$ cat config.mk
export PLATFORM = sky130hd
export DESIGN_NAME = float32_add_subtract
export DESIGN_NICKNAME = d
export VERILOG_FILES = /design/src/hdl/fpas_pkg.sv /design/src/hdl/fpas_align.sv /design/src/hdl/fpas_norm.sv /design/src/hdl/float32_add_subtract.sv
export SDC_FILE = /design/constraint.sdc
export NUM_CORES = 1
export LEC_CHECK = 0
export BUFFER_PORTS_ARGS = -buffer_cell sky130_fd_sc_hd__buf_2
export CORE_MARGIN = 2
export CORE_UTILIZATION = 37
export CTS_CLUSTER_DIAMETER = 200
export DETAILED_ROUTE_END_ITERATION = 10
export PLACE_DENSITY = 0.49
export SLEW_MARGIN = 10
export SYNTH_ARGS = -nofsm -noshare
export SYNTH_HDL_FRONTEND = slang
export SYNTH_SLANG_ARGS = --single-unit
$ cat constraint.sdc
create_clock -name i_clk -period 16 [get_ports i_clk]
set_input_delay 3.2 -clock i_clk [delete_from_list [all_inputs] [get_ports i_clk]]
set_output_delay 3.2 -clock i_clk [all_outputs]
set_load 0.01 [all_outputs]
$ cat src/hdl/fpas_pkg.sv
`timescale 1ns / 1ps
// ----------------------------------------------------------------------------
// fpas_pkg
// Shared constants and types for the single-precision add/subtract block.
// ----------------------------------------------------------------------------
package fpas_pkg;
    localparam int unsigned EXP_W  = 8;
    localparam int unsigned MANT_W = 23;
    localparam int unsigned WIDE_W = 24;
    localparam int unsigned WORD_W = 32;
    localparam logic [EXP_W-1:0] EXP_MAX = 8'd255;
    localparam logic [WORD_W-1:0] NAN_INF_CLASH = 32'h7F80_0001;

    localparam logic ACT_ADD = 1'b0;
    localparam logic ACT_SUB = 1'b1;

    // Aligned operands handed from the alignment stage to the normalizer.
    typedef struct packed {
        logic                special;
        logic [WORD_W-1:0]   special_word;
        logic                sign_a;
        logic                sign_b;
        logic [WIDE_W-1:0]   mant_a;
        logic [WIDE_W-1:0]   mant_b;
        logic [EXP_W-1:0]    exp;
    } t_aligned;
endpackage

$ cat src/hdl/fpas_align.sv
`timescale 1ns / 1ps
// ----------------------------------------------------------------------------
// fpas_align
// Special-value detection and mantissa alignment to the larger exponent.
// ----------------------------------------------------------------------------
module fpas_align
    import fpas_pkg::*;
(
    input  logic              i_action,
    input  logic [WORD_W-1:0] i_operand_a,
    input  logic [WORD_W-1:0] i_operand_b,
    output t_aligned          o_aligned
);
    logic [WORD_W-1:0] b_eff;
    logic [EXP_W-1:0]  ea, eb, xa, xb, diff;
    logic [WIDE_W-1:0] ua, ub;
    logic              nan_a, nan_b, inf_a, inf_b, a_big;

    always_comb begin
        b_eff = i_operand_b ^ {(i_action == ACT_SUB), {(WORD_W-1){1'b0}}};
        ea = i_operand_a[WORD_W-2:MANT_W];
        eb = b_eff[WORD_W-2:MANT_W];
        nan_a = (ea == EXP_MAX) && (i_operand_a[MANT_W-1:0] != '0);
        nan_b = (eb == EXP_MAX) && (b_eff[MANT_W-1:0] != '0);
        inf_a = (ea == EXP_MAX) && !nan_a;
        inf_b = (eb == EXP_MAX) && !nan_b;
        ua = {(ea != '0), i_operand_a[MANT_W-1:0]};
        ub = {(eb != '0), b_eff[MANT_W-1:0]};
        xa = (ea != '0) ? ea : 8'd1;
        xb = (eb != '0) ? eb : 8'd1;
        a_big = xa > xb;
        diff = a_big ? (xa - xb) : (xb - xa);

        o_aligned.sign_a = i_operand_a[WORD_W-1];
        o_aligned.sign_b = b_eff[WORD_W-1];
        o_aligned.exp    = a_big ? xa : xb;
        o_aligned.mant_a = (!a_big) ? ((diff >= 8'(WIDE_W)) ? '0 : (ua >> diff)) : ua;
        o_aligned.mant_b = a_big ? ((diff >= 8'(WIDE_W)) ? '0 : (ub >> diff)) : ub;

        o_aligned.special      = 1'b1;
        o_aligned.special_word = i_operand_a;
        if (nan_a) begin
            o_aligned.special_word = i_operand_a;
        end else if (nan_b) begin
            o_aligned.special_word = b_eff;
        end else if (inf_a) begin
            if (inf_b && (i_operand_a[WORD_W-1] != b_eff[WORD_W-1])) begin
                o_aligned.special_word = NAN_INF_CLASH;
            end
        end else if (inf_b) begin
            o_aligned.special_word = b_eff;
        end else begin
            o_aligned.special = 1'b0;
        end
    end
endmodule

$ cat src/hdl/fpas_norm.sv
`timescale 1ns / 1ps
// ----------------------------------------------------------------------------
// fpas_norm
// Signed-magnitude add, leading-zero normalization, overflow and underflow.
// ----------------------------------------------------------------------------
module fpas_norm
    import fpas_pkg::*;
(
    input  t_aligned          i_aligned,
    output logic [WORD_W-1:0] o_word
);
    logic [WIDE_W:0]   r;
    logic [WIDE_W-1:0] m, mn;
    logic              s;
    logic signed [EXP_W+1:0] e;
    logic [4:0]        lz;
    logic [5:0]        rsh;

    always_comb begin
        e = signed'({2'b00, i_aligned.exp});
        if (i_aligned.sign_a == i_aligned.sign_b) begin
            r = {1'b0, i_aligned.mant_a} + {1'b0, i_aligned.mant_b};
            s = i_aligned.sign_a;
        end else if (i_aligned.mant_a >= i_aligned.mant_b) begin
            r = {1'b0, i_aligned.mant_a - i_aligned.mant_b};
            s = (r == '0) ? 1'b0 : i_aligned.sign_a;
        end else begin
            r = {1'b0, i_aligned.mant_b - i_aligned.mant_a};
            s = i_aligned.sign_b;
        end
        if (r[WIDE_W]) begin
            m = r[WIDE_W:1];
            e = e + 10'sd1;
        end else begin
            m = r[WIDE_W-1:0];
        end
        lz = '0;
        for (int i = 0; i < WIDE_W; i++) begin
            if (m[i]) begin
                lz = 5'(WIDE_W - 1 - i);
            end
        end
        mn = m << lz;
        e = e - signed'({5'b0, lz});
        rsh = '0;

        if (i_aligned.special) begin
            o_word = i_aligned.special_word;
        end else if (m == '0) begin
            o_word = {s, {(WORD_W-1){1'b0}}};
        end else if (e >= signed'({2'b00, EXP_MAX})) begin
            o_word = {s, EXP_MAX, {MANT_W{1'b0}}};
        end else if (e <= -10'sd24) begin
            o_word = {s, {(WORD_W-1){1'b0}}};
        end else if (e <= 10'sd0) begin
            rsh = 6'(10'sd1 - e);
            o_word = {s, {EXP_W{1'b0}}, MANT_W'(mn >> rsh)};
        end else begin
            o_word = {s, e[EXP_W-1:0], mn[MANT_W-1:0]};
        end
    end
endmodule

$ cat src/hdl/float32_add_subtract.sv
`timescale 1ns / 1ps
// ----------------------------------------------------------------------------
// float32_add_subtract
// Single-precision add/subtract with truncation, one operation per cycle.
// ----------------------------------------------------------------------------
// Channel   Ports                                      Handshake
// command   i_action, i_operand_a, i_operand_b        i_start & !o_busy
// result    o_sum_word                                 o_done, one cycle
//
// Each transaction is registered at the input, passes alignment and
// normalization logic, and is registered at the output; o_done and
// o_sum_word come straight from the output registers. o_busy is always
// low, so a transaction may be started on every cycle. The synchronous
// active-low reset clears the valid flags; the receiver cannot stall the
// result strobe.
module float32_add_subtract
    import fpas_pkg::*;
(
    input  logic              i_clk,
    input  logic              i_rst_n,
    input  logic              i_start,
    output logic              o_busy,
    input  logic              i_action,
    input  logic [WORD_W-1:0] i_operand_a,
    input  logic [WORD_W-1:0] i_operand_b,
    output logic              o_done,
    output logic [WORD_W-1:0] o_sum_word
);
    logic              r_in_vld, r_out_vld;
    logic              r_action;
    logic [WORD_W-1:0] r_a, r_b, r_sum;
    logic [WORD_W-1:0] n_sum;
    t_aligned          aligned;

    assign o_busy = 1'b0;

    always_ff @(posedge i_clk) begin
        if (!i_rst_n) begin
            r_in_vld  <= 1'b0;
            r_out_vld <= 1'b0;
        end else begin
            r_in_vld  <= i_start;
            r_out_vld <= r_in_vld;
        end
    end

    always_ff @(posedge i_clk) begin
        if (i_start) begin
            r_action <= i_action;
            r_a      <= i_operand_a;
            r_b      <= i_operand_b;
        end
        r_sum <= n_sum;
    end

    fpas_align u_align (
        .i_action    (r_action),
        .i_operand_a (r_a),
        .i_operand_b (r_b),
        .o_aligned   (aligned)
    );

    fpas_norm u_norm (
        .i_aligned (aligned),
        .o_word    (n_sum)
    );

    assign o_done     = r_out_vld;
    assign o_sum_word = r_sum;
endmodule

Yosys cells after proc, flatten, opt, wreduce, memory -nomap -nowiden
Index checks and enable logic that the tools add are counted.

Bits in registers: 99. Input port bits: 68. Output and inout bits: 34. Word-level logic and storage cells: 95.

Add/subtract/negate cells: 8. Magnitude comparators: 6. Equality and inequality tests: 4. Shift operators: 4. Mux-type cells: 53. Bitwise logic cells: 1. Reduce and logical (&&, ||, !) cells: 13.

Operator list (number): 32-bit 2-to-1 mux (6); 24-bit 2-to-1 mux (6); 31-bit 2-to-1 mux (4); 5-bit 2-to-1 mux (24); 24-bit logical NOT (2); 24-bit by 8-bit right shift with 24-bit output (2); 24-bit subtractor (2); 23-bit nonzero test (2); 8-bit 2-to-1 mux (4); 32-bit bitwise XOR (1); 24-bit by 24-bit adder with 25-bit output (1); 25-bit 2-to-1 mux (1); 24-bit greater-or-equal comparator (1); 24-bit by 5-bit left shift with 24-bit output (1); 24-bit by 6-bit right shift with 23-bit output (1); 8-bit == test (second input constant) (2); 8-bit nonzero test (2); 8-bit subtractor (2); 10-bit by 9-bit greater-or-equal comparator with 1-bit output (second input constant) (1); 10-bit by 1-bit <= comparator with 1-bit output (second input constant) (1); 10-bit by 6-bit <= comparator with 1-bit output (second input constant) (1); 10-bit 2-to-1 mux (1); 10-bit by 6-bit subtractor with 10-bit output (1); 8-bit by 1-bit adder with 9-bit output (second input constant) (1); 8 further kinds (19).

Depth between registers and ports, before layout
Gate-level depths: netlist (run 1).

Word-level depth: 44. Mapped depth: 60. Depth with buffers taken out: 52.

By module
A second synthesis (run 1) with hierarchy kept.

Cells, all modules: 2241. Area, all modules: 16772.3 um^2.

By module, submodules not included: fpas_norm (times used 1, cells each 1504, area an instance 9639.2 um^2); fpas_align (times used 1, cells each 634, area an instance 4476.8 um^2); float32_add_subtract (times used 1, cells each 103, area an instance 2656.3 um^2).

Worst setup path before layout (run 1)
No wires, ideal clock.

Path type: register -> register. Start point: reg r_a[25]. End point: reg r_sum[5], in the netlist o_sum_word[5]. Setup time: 83 ps. Arrival time: 12189 ps. Required time: 15917 ps. Setup slack: 3728 ps. Stages on the path, launching flop included: 57. Path buffers: 9. Period minus slack after synthesis: 12272 ps. Path through: edfxtp_1 > clkbuf_1 > nor4_1 > a21oi_1 > ha_1 > fa_1 > inv_1 > a21o_1 > a21oi_1 > o21ai_0 > a21o_1 > a21oi_1 > nor2_1 > mux2i_1 > clkbuf_1 > buf_1 > mux2i_1 > mux2i_1 > (+21 left out) > buf_4 > buf_2 > ha_1 > nor2b_1 > o21ai_0 > nand2b_1 > a21o_1 > a21oi_1 > mux2i_1 > a32oi_1 > xnor2_1 > or4_1 > o21a_1 > nor2_1 > nand2_1 > a2111oi_0 > nor2_1 > o221ai_1.

Longest elaborated chain between the ends: 43. Elaborated cells on any way between the ends: 70. Those cells by class: add/sub (8); order compare (6); eq/ne (1); shift (4); mux (46); reduce/logical (5).

RTL lines: start, declared (RTL line float32_add_subtract.sv:31) `logic [WORD_W-1:0] r_a, r_b, r_sum;`; start signal, assigned (RTL line float32_add_subtract.sv:50) `r_a <= i_operand_a;`; 8-bit nonzero test (RTL line fpas_align.sv:27, fpas_align.sv:29); 8-bit 2-to-1 mux (RTL line fpas_align.sv:29) `xa = (ea != '0) ? ea : 8'd1;`; 8-bit subtractor / 8-bit > comparator (equally long branches) (RTL line fpas_align.sv:32, fpas_align.sv:31); 8-bit 2-to-1 mux (RTL line fpas_align.sv:32) `diff = a_big ? (xa - xb) : (xb - xa);`; 24-bit by 8-bit right shift with 24-bit output (tied with other cells) (RTL line fpas_align.sv:38) `o_aligned.mant_b = a_big ? ((diff >= 8'(WIDE_W)) ? '0 : (ub >> diff)) : ub;`; 24-bit 2-to-1 mux (on tied branches) (2 in a row) (RTL line fpas_align.sv:38, fpas_align.sv:37); 24-bit subtractor (tied with other cells) (RTL line fpas_norm.sv:28) `r = {1'b0, i_aligned.mant_b - i_aligned.mant_a};`; 24-bit 2-to-1 mux (RTL line fpas_norm.sv:24) `end else if (i_aligned.mant_a >= i_aligned.mant_b) begin`; (+27 left out); 2-bit by 6-bit subtractor with 6-bit output (RTL line fpas_norm.sv:56) `rsh = 6'(10'sd1 - e);`; 24-bit by 6-bit right shift with 23-bit output (RTL line fpas_norm.sv:57) `o_word = {s, {EXP_W{1'b0}}, MANT_W'(mn >> rsh)};`; 31-bit 2-to-1 mux (RTL line fpas_norm.sv:55) `end else if (e <= 10'sd0) begin`; 31-bit 2-to-1 mux (RTL line fpas_norm.sv:53) `end else if (e <= -10'sd24) begin`; 31-bit 2-to-1 mux (RTL line fpas_norm.sv:51) `end else if (e >= signed'({2'b00, EXP_MAX})) begin`; 31-bit 2-to-1 mux (RTL line fpas_norm.sv:49) `end else if (m == '0) begin`; 32-bit 2-to-1 mux (*) (RTL line fpas_norm.sv:47) `if (i_aligned.special) begin`; named net n_sum[5] (RTL line float32_add_subtract.sv:32) `logic [WORD_W-1:0] n_sum;`; end signal, assigned (RTL line float32_add_subtract.sv:53) `r_sum <= n_sum;`; end, declared (RTL line float32_add_subtract.sv:31).

The timed path passes the listed nets; every way through them passes the cells marked *. A chain may end at the register's enable or synchronous reset.

Worst setup path in the final report (run 1)
Ends and elaborated chain as after synthesis.

==> metrics.cfg, run 1 <==
[run_status]
status=completed

[detailed_routing]
vias=19378
routed.top_layer=met4
routed_via_density=6.68
met2_length_um=35100
drc=0
routed-wl-met3_um=6360
drt_first_pass_iters=6
routedWlPerCell_um=28.2
ant_nets=0
drt-total-wl_um=81900
wl_met1_um=36900
dr.first_iter.drc_count=2534

[yosys]
ys_seq_area_share_pct=15.6
synth-async-reset-ratio_pct=0
synth_top_family_by_area=compound AO/OA/AOI/OAI gates
synth_compound_area_share_pct=33.2
synthesis.nets=2448
synth_edf_count=65
syn_area_um2=16800
yosysWarnings=0
synth_mux_area_share_pct=9.99
synthCells=2282
synth-main-ff-cell=edfxtp_1
synth_simple_gate_area_share_pct=24.4
synth-adder-area-share_pct=7.56
synth.ff_latch_count=99
syn_avg_cell_area_um2=7.37
synthXorXnorAreaFrac_pct=3.42
synthDistinctLibCells=115

[layout]
final_area_um2=18300
nets=2461
area_delta_synth_final_pct=8.65
drive_gt1_share_pct=12.7
final_cell_mix=nand2_1, a21oi_1, nor2_1
fillers=4797
final_common_cell=nand2_1
multi_input_area_um2=13400
seq_area_um2=2630

[die]
fp.dieH_um=217
die_w_um=217
num_rows=78
die-area_um2=47200
ios=102
core_area_um2=45100
initial_core_util_pct=37.3

[clock_tree]
cts_tree=done
holdBufCountCts=0
cts_made_buffers=9
ctsHtreeMaxLevel=3
clkLatencyLatePin_ns=0.39
cts_resized=0
cts.sinks=99
clk_pin_slew_ns=0.08
cts_root_buffer=clkbuf_16
postCtsSetupBuffers=0
clockBufferDepth=2

[placement]
portBuffers=100
place_area_um2=17900
gp_congestion=1.02
pre_cts_slack_ns=0.669
dp_hpwl_um=66000

[worst_setup_path]
crit_path_max_fanout=31
critPathKind=reg -> reg
path_delay_family=compound AO/OA/AOI/OAI gates
timing.critical_path.slowest_cell_delay_ns=0.63
crit_buf_inv=4
critPathMostFrequentCell=a21oi_1
end_kind=flop
cp_data_arrival_time_ns=15.46
critPathLaunchType=flop
cp.required_ns=16.30
cpMaxStageDelayCell=nand2_1

[sta]
drv_slew=0
timing.final.ws_setup_ns=0.838
hold_violations=0
fin_setup_tns_ns=0
worst_slew_pin_slew_ns=1.06
slew_headroom_pct=29.1
rsz0062_at_grt=false
timing.hold.ws_ns=0.445
final-setup-viol-count=0
max_freq_ghz=0.0660
layout_min_cycle_time_ns=15.16
fin_skew_ns=0.0169
post-route-period-util_pct=94.8

[global_routing]
grt_max_degree=67
grt_use_total_pct=34.1
grt_pass1_vias=18136
grt_pass1_wl_um=121000
overflow=0
antenna_found_initial=1

[min_path]
hold_class=reg -> reg

[job]
max-cap-violations=0

==> synthesized netlist by cell type (12+ instances only) <==
library cell / instances / area (um2)
and2_1: 26 / 163
nor4_1: 42 / 263
and3_1: 16 / 100
ha_1: 92 / 1150
nor3_1: 87 / 435
o21ai_0: 134 / 671
a31oi_1: 21 / 131
nand2b_1: 19 / 119
mux2i_1: 115 / 1150
nor2b_1: 34 / 213
dfxtp_1: 34 / 681
o31ai_1: 28 / 210
xnor2_1: 47 / 412
a22oi_1: 22 / 165
clkbuf_1: 95 / 357
nor2_1: 182 / 683
edfxtp_1: 65 / 1950
a21o_1: 42 / 315
o21bai_1: 13 / 97.6
o22ai_1: 18 / 113
a211o_1: 12 / 105
a21oi_1: 195 / 976
a22o_1: 18 / 158
or2_2: 14 / 87.6
xor2_1: 15 / 131
a32oi_1: 12 / 105
nand4_1: 26 / 163
mux2_2: 25 / 282
nand2_1: 239 / 897
nand3_1: 64 / 320
inv_1: 84 / 315
or3_1: 26 / 163
o211ai_1: 46 / 345
a32o_1: 12 / 120
o21a_1: 22 / 165
a221oi_1: 19 / 166
buf_1: 15 / 56.3
buf_2: 33 / 165
a211oi_1: 26 / 195
==> area by class of cell <==
| class | instances | area share [%] |
|---|---|---|
| clock buffers | 9 | 1.23 |
| well taps | 600 | 4.11 |
| repair buffers | 150 | 4.86 |
| inverters | 93 | 1.91 |
| multi-input cells | 1942 | 73.1 |
| diodes | 1 | 0.0137 |
| flip-flops and latches | 99 | 14.4 |
| clock inverters | 7 | 0.397 |
==> metal layers <==
layer / track usage [%] / up-vias
met5: 0 / -
met4: 13.7 / 0
met3: 4.28 / 181
met2: 51.7 / 1088
met1: 48.6 / 9411
li1: - / 8698
==> registers in the layout (all words and copies together), names as in the netlist <==
signal	count
r_b	32
r_in_vld	1
o_sum_word	32
r_a	32
r_action	1
o_done	1
==> cells by family after synthesis <==
group,count (synthesis)
AOI/OAI and AO/OA,795
xor gates and xnor gates,64
adders and majority gates,98
buffers and inverters,241
DFF,99
muxes,151
other,1
and+or+nand+nor,833
==> metrics by stage <==
stage               std cells  utilization [%]
CTS                      2900             40.4
finish                   2901             40.5
global placement         2884             39.8
detailed placement       2884             39.8
global route             2901             40.5
floorplan                2282                -
==> path summary, 6_finish.rpt <==
| path | slack (ns) | cells past startpoint | startpoint | endpoint |
|---|---|---|---|---|
| min reg2reg | 0.45 | 1 | r_in_vld | o_done |
| max reg2reg | 0.84 | 51 | r_a[25] | o_sum_word[5] |
| max | 0.84 | 51 | r_a[25] | o_sum_word[5] |
| min | 0.45 | 1 | r_in_vld | o_done |
Power of run 1 is not shown: default switching activity piles up to over one toggle a cycle in this logic, so the estimate is an artifact.
==> run 2: changes to the inputs <==
- SYNTH_HIERARCHICAL: not set -> 1
==> metrics.cfg, run 2 <==
[min_path]
min_path_cells=1  ; unchanged
hold_class=reg -> reg
whs_endpoint=o_done
worstHoldStart=r_in_vld

[clock_tree]
ctsHtreeMaxLevel=3  ; unchanged
postCtsSetupBuffers=0  ; unchanged
cts.sinks=99  ; unchanged
holdBufCountCts=0  ; unchanged
clk_pin_slew_ns=0.08  ; about the same
cts_made_buffers=9  ; unchanged
cts_tree=done
cts_resized=0  ; unchanged
cts_root_buffer=clkbuf_16
clkLatencyLatePin_ns=0.39  ; about the same
clockBufferDepth=2  ; unchanged

[global_routing]
antenna_found_initial=1  ; unchanged
grt_use_total_pct=33.3  ; -0.80 points
grt_pass1_wl_um=118000  ; -2.4%
grt_max_degree=62  ; -7.5%
overflow=0  ; unchanged
grt_pass1_vias=17692  ; -2.4%

[yosys]
netlist_top_cells_area=edfxtp_1, ha_1, nand2_1
yosysMostFrequentCell=nand2_1
synth_compound_area_share_pct=34.8  ; +1.5 points
syn_area_um2=16800  ; -0.30%
synth_top_family_by_area=compound AO/OA/AOI/OAI gates
synth_top_area_share_pct=11.6  ; +0.035 points
synth-main-ff-cell=edfxtp_1
yosys-top-cells-count=nand2_1, nor2_1, a21oi_1, o21ai_0, inv_1
synth_top_area_cell=edfxtp_1
synth_mux_area_share_pct=9.62  ; -0.36 points
synth_simple_gate_area_share_pct=21.8  ; -2.6 points
synth-adder-area-share_pct=7.73  ; +0.17 points
synthDistinctLibCells=116  ; +0.87%
synthCells=2241  ; -1.8%
synthesis.nets=2409  ; -1.6%
syn_avg_cell_area_um2=7.48  ; +1.5%
synth.ff_latch_count=99  ; unchanged
yosysWarnings=6  ; +6
ys_seq_area_share_pct=15.7  ; +0.048 points
synth_edf_count=65  ; unchanged
synthXorXnorAreaFrac_pct=3.89  ; +0.47 points
synth-async-reset-ratio_pct=0  ; unchanged

[placement]
gp_congestion=0.960  ; -5.4%
dp_hpwl_um=63300  ; -4.1%
portBuffers=100  ; unchanged

[die]
ios=102  ; unchanged
die_w_um=217  ; -0.15%
initial_core_util_pct=37.2  ; -0.11 points
core_area_um2=45100  ; unchanged
num_rows=78  ; unchanged
die-area_um2=47000  ; -0.30%
fp.dieH_um=217  ; -0.15%

[detailed_routing]
drt_first_pass_iters=6  ; unchanged
routed_via_density=6.71  ; +0.46%
drt-total-wl_um=80300  ; -2.0%
dr.first_iter.drc_count=2472  ; -2.4%
drc=0  ; unchanged
ant_nets=0  ; unchanged
routedWlPerCell_um=28.3  ; +0.11%
vias=19057  ; -1.7%

[worst_setup_path]
cpMaxStageDelayCell=mux2i_2
r2r-end=o_sum_word[0]
r2r-start=r_a[30]
critPathKind=reg -> reg
critPathMostFrequentCell=ha_1
crit_path_max_fanout=43  ; +39%
cp.required_ns=16.27  ; -0.03 ns
setup.reg_to_reg.worst_slack_ns=1.30  ; +0.46 ns
timing.critical_path.slowest_cell_delay_ns=0.89  ; +0.26 ns
critPathLaunchType=flop
rr_worst_depth=43  ; -16%
end_kind=flop
cp_data_arrival_time_ns=14.97  ; -0.49 ns

[layout]
drive_gt1_share_pct=13.3  ; +0.61 points
nets=2403  ; -2.4%
multi_input_area_um2=13100  ; -1.8%
final_common_cell=nand2_1
final_cell_mix=nand2_1, nor2_1, a21oi_1
antenna_cells=0  ; -1
area_delta_synth_final_pct=7.33
fillers=4783  ; -0.29%
seq_area_um2=2630  ; unchanged

[run_status]
status=completed

[sta]
rsz0062_at_grt=false
slew_headroom_pct=20.1  ; -9.0 points
max_freq_ghz=0.0680  ; +3.1%
drv_slew=0  ; unchanged
worst_slew_pin_slew_ns=1.20  ; +0.139 ns
fin_skew_ns=0.0136  ; -0.00323 ns
post-route-period-util_pct=91.9  ; -2.9 points
final-setup-viol-count=0  ; unchanged
fin_setup_tns_ns=0  ; unchanged
hold_violations=0  ; unchanged
layout_min_cycle_time_ns=14.70  ; -0.459 ns

[job]
max-cap-violations=0  ; unchanged

run 2: area by class of cell:
type,count,area share [%]
multi-input combinational,1881,72.9
sequential,99,14.6
timing repair buffer,136,4.28
tap,600,4.17
inverter,108,2.25
clock buffer,9,1.25
clock inverter,7,0.570
run 2: metrics by stage:
step	hold WS, ns	instances	util, %	setup slack [ns]	area, um2
6_report	0.444	2840	39.9	1.30	18000
5_1_grt	0.462	2840	39.9	0.429	18000
4_1_cts	0.457	2840	39.9	1.65	18000
3_5_place_dp	0.439	2824	39.2	1.67	17700
3_3_place_gp	0.433	2824	39.2	1.90	17700
2_1_floorplan	0.412	2241	-	5.06	16800
run 2: worst max-delay path by stage:
stage | slack, ns | endpoint | cells after the start | startpoint
after floorplan | 5.06 | o_sum_word[0] | 49 | r_a[29]
after global placement | 1.90 | o_sum_word[0] | 43 | r_a[29]
after detailed placement | 1.67 | o_sum_word[0] | 44 | r_a[30]
after CTS | 1.65 | o_sum_word[0] | 44 | r_a[30]
after global routing | 0.43 | o_sum_word[0] | 45 | r_a[29]
final | 1.30 | o_sum_word[0] | 43 | r_a[30]
run 2: cell families (layout without fill, tap and decap cells):
kind of cell    Yosys count  count (layout)
flops                    99              99
fa+ha+maj               100             100
compound gates          809             809
simple gates            771             771
other cells               1               1
mux                     129             129
xor+xnor                 71              71
buf+inv                 261             260
run 2: layer usage:
| metal | GRT usage, % | up-vias | part of all wire, % |
|---|---|---|---|
| li1 | - | 8526 | - |
| met1 | 46.2 | 9293 | 44 |
| met2 | 51.5 | 1088 | 44 |
| met3 | 5.55 | 150 | 8.8 |
| met4 | 12.6 | 0 | 3.9 |
| met5 | 0 | - | 0 |
run 2: critical path: cells and delay by family, from the launching register on:
kind | cells | cell delay (ns)
compound gates | 18 | 5.40
fa+ha+maj | 5 | 1.88
buf+inv | 3 | 1.01
flops | 1 | 0.48
mux | 2 | 1.33
simple gates | 15 | 4.45
Power of run 2 is left out for the same reason.
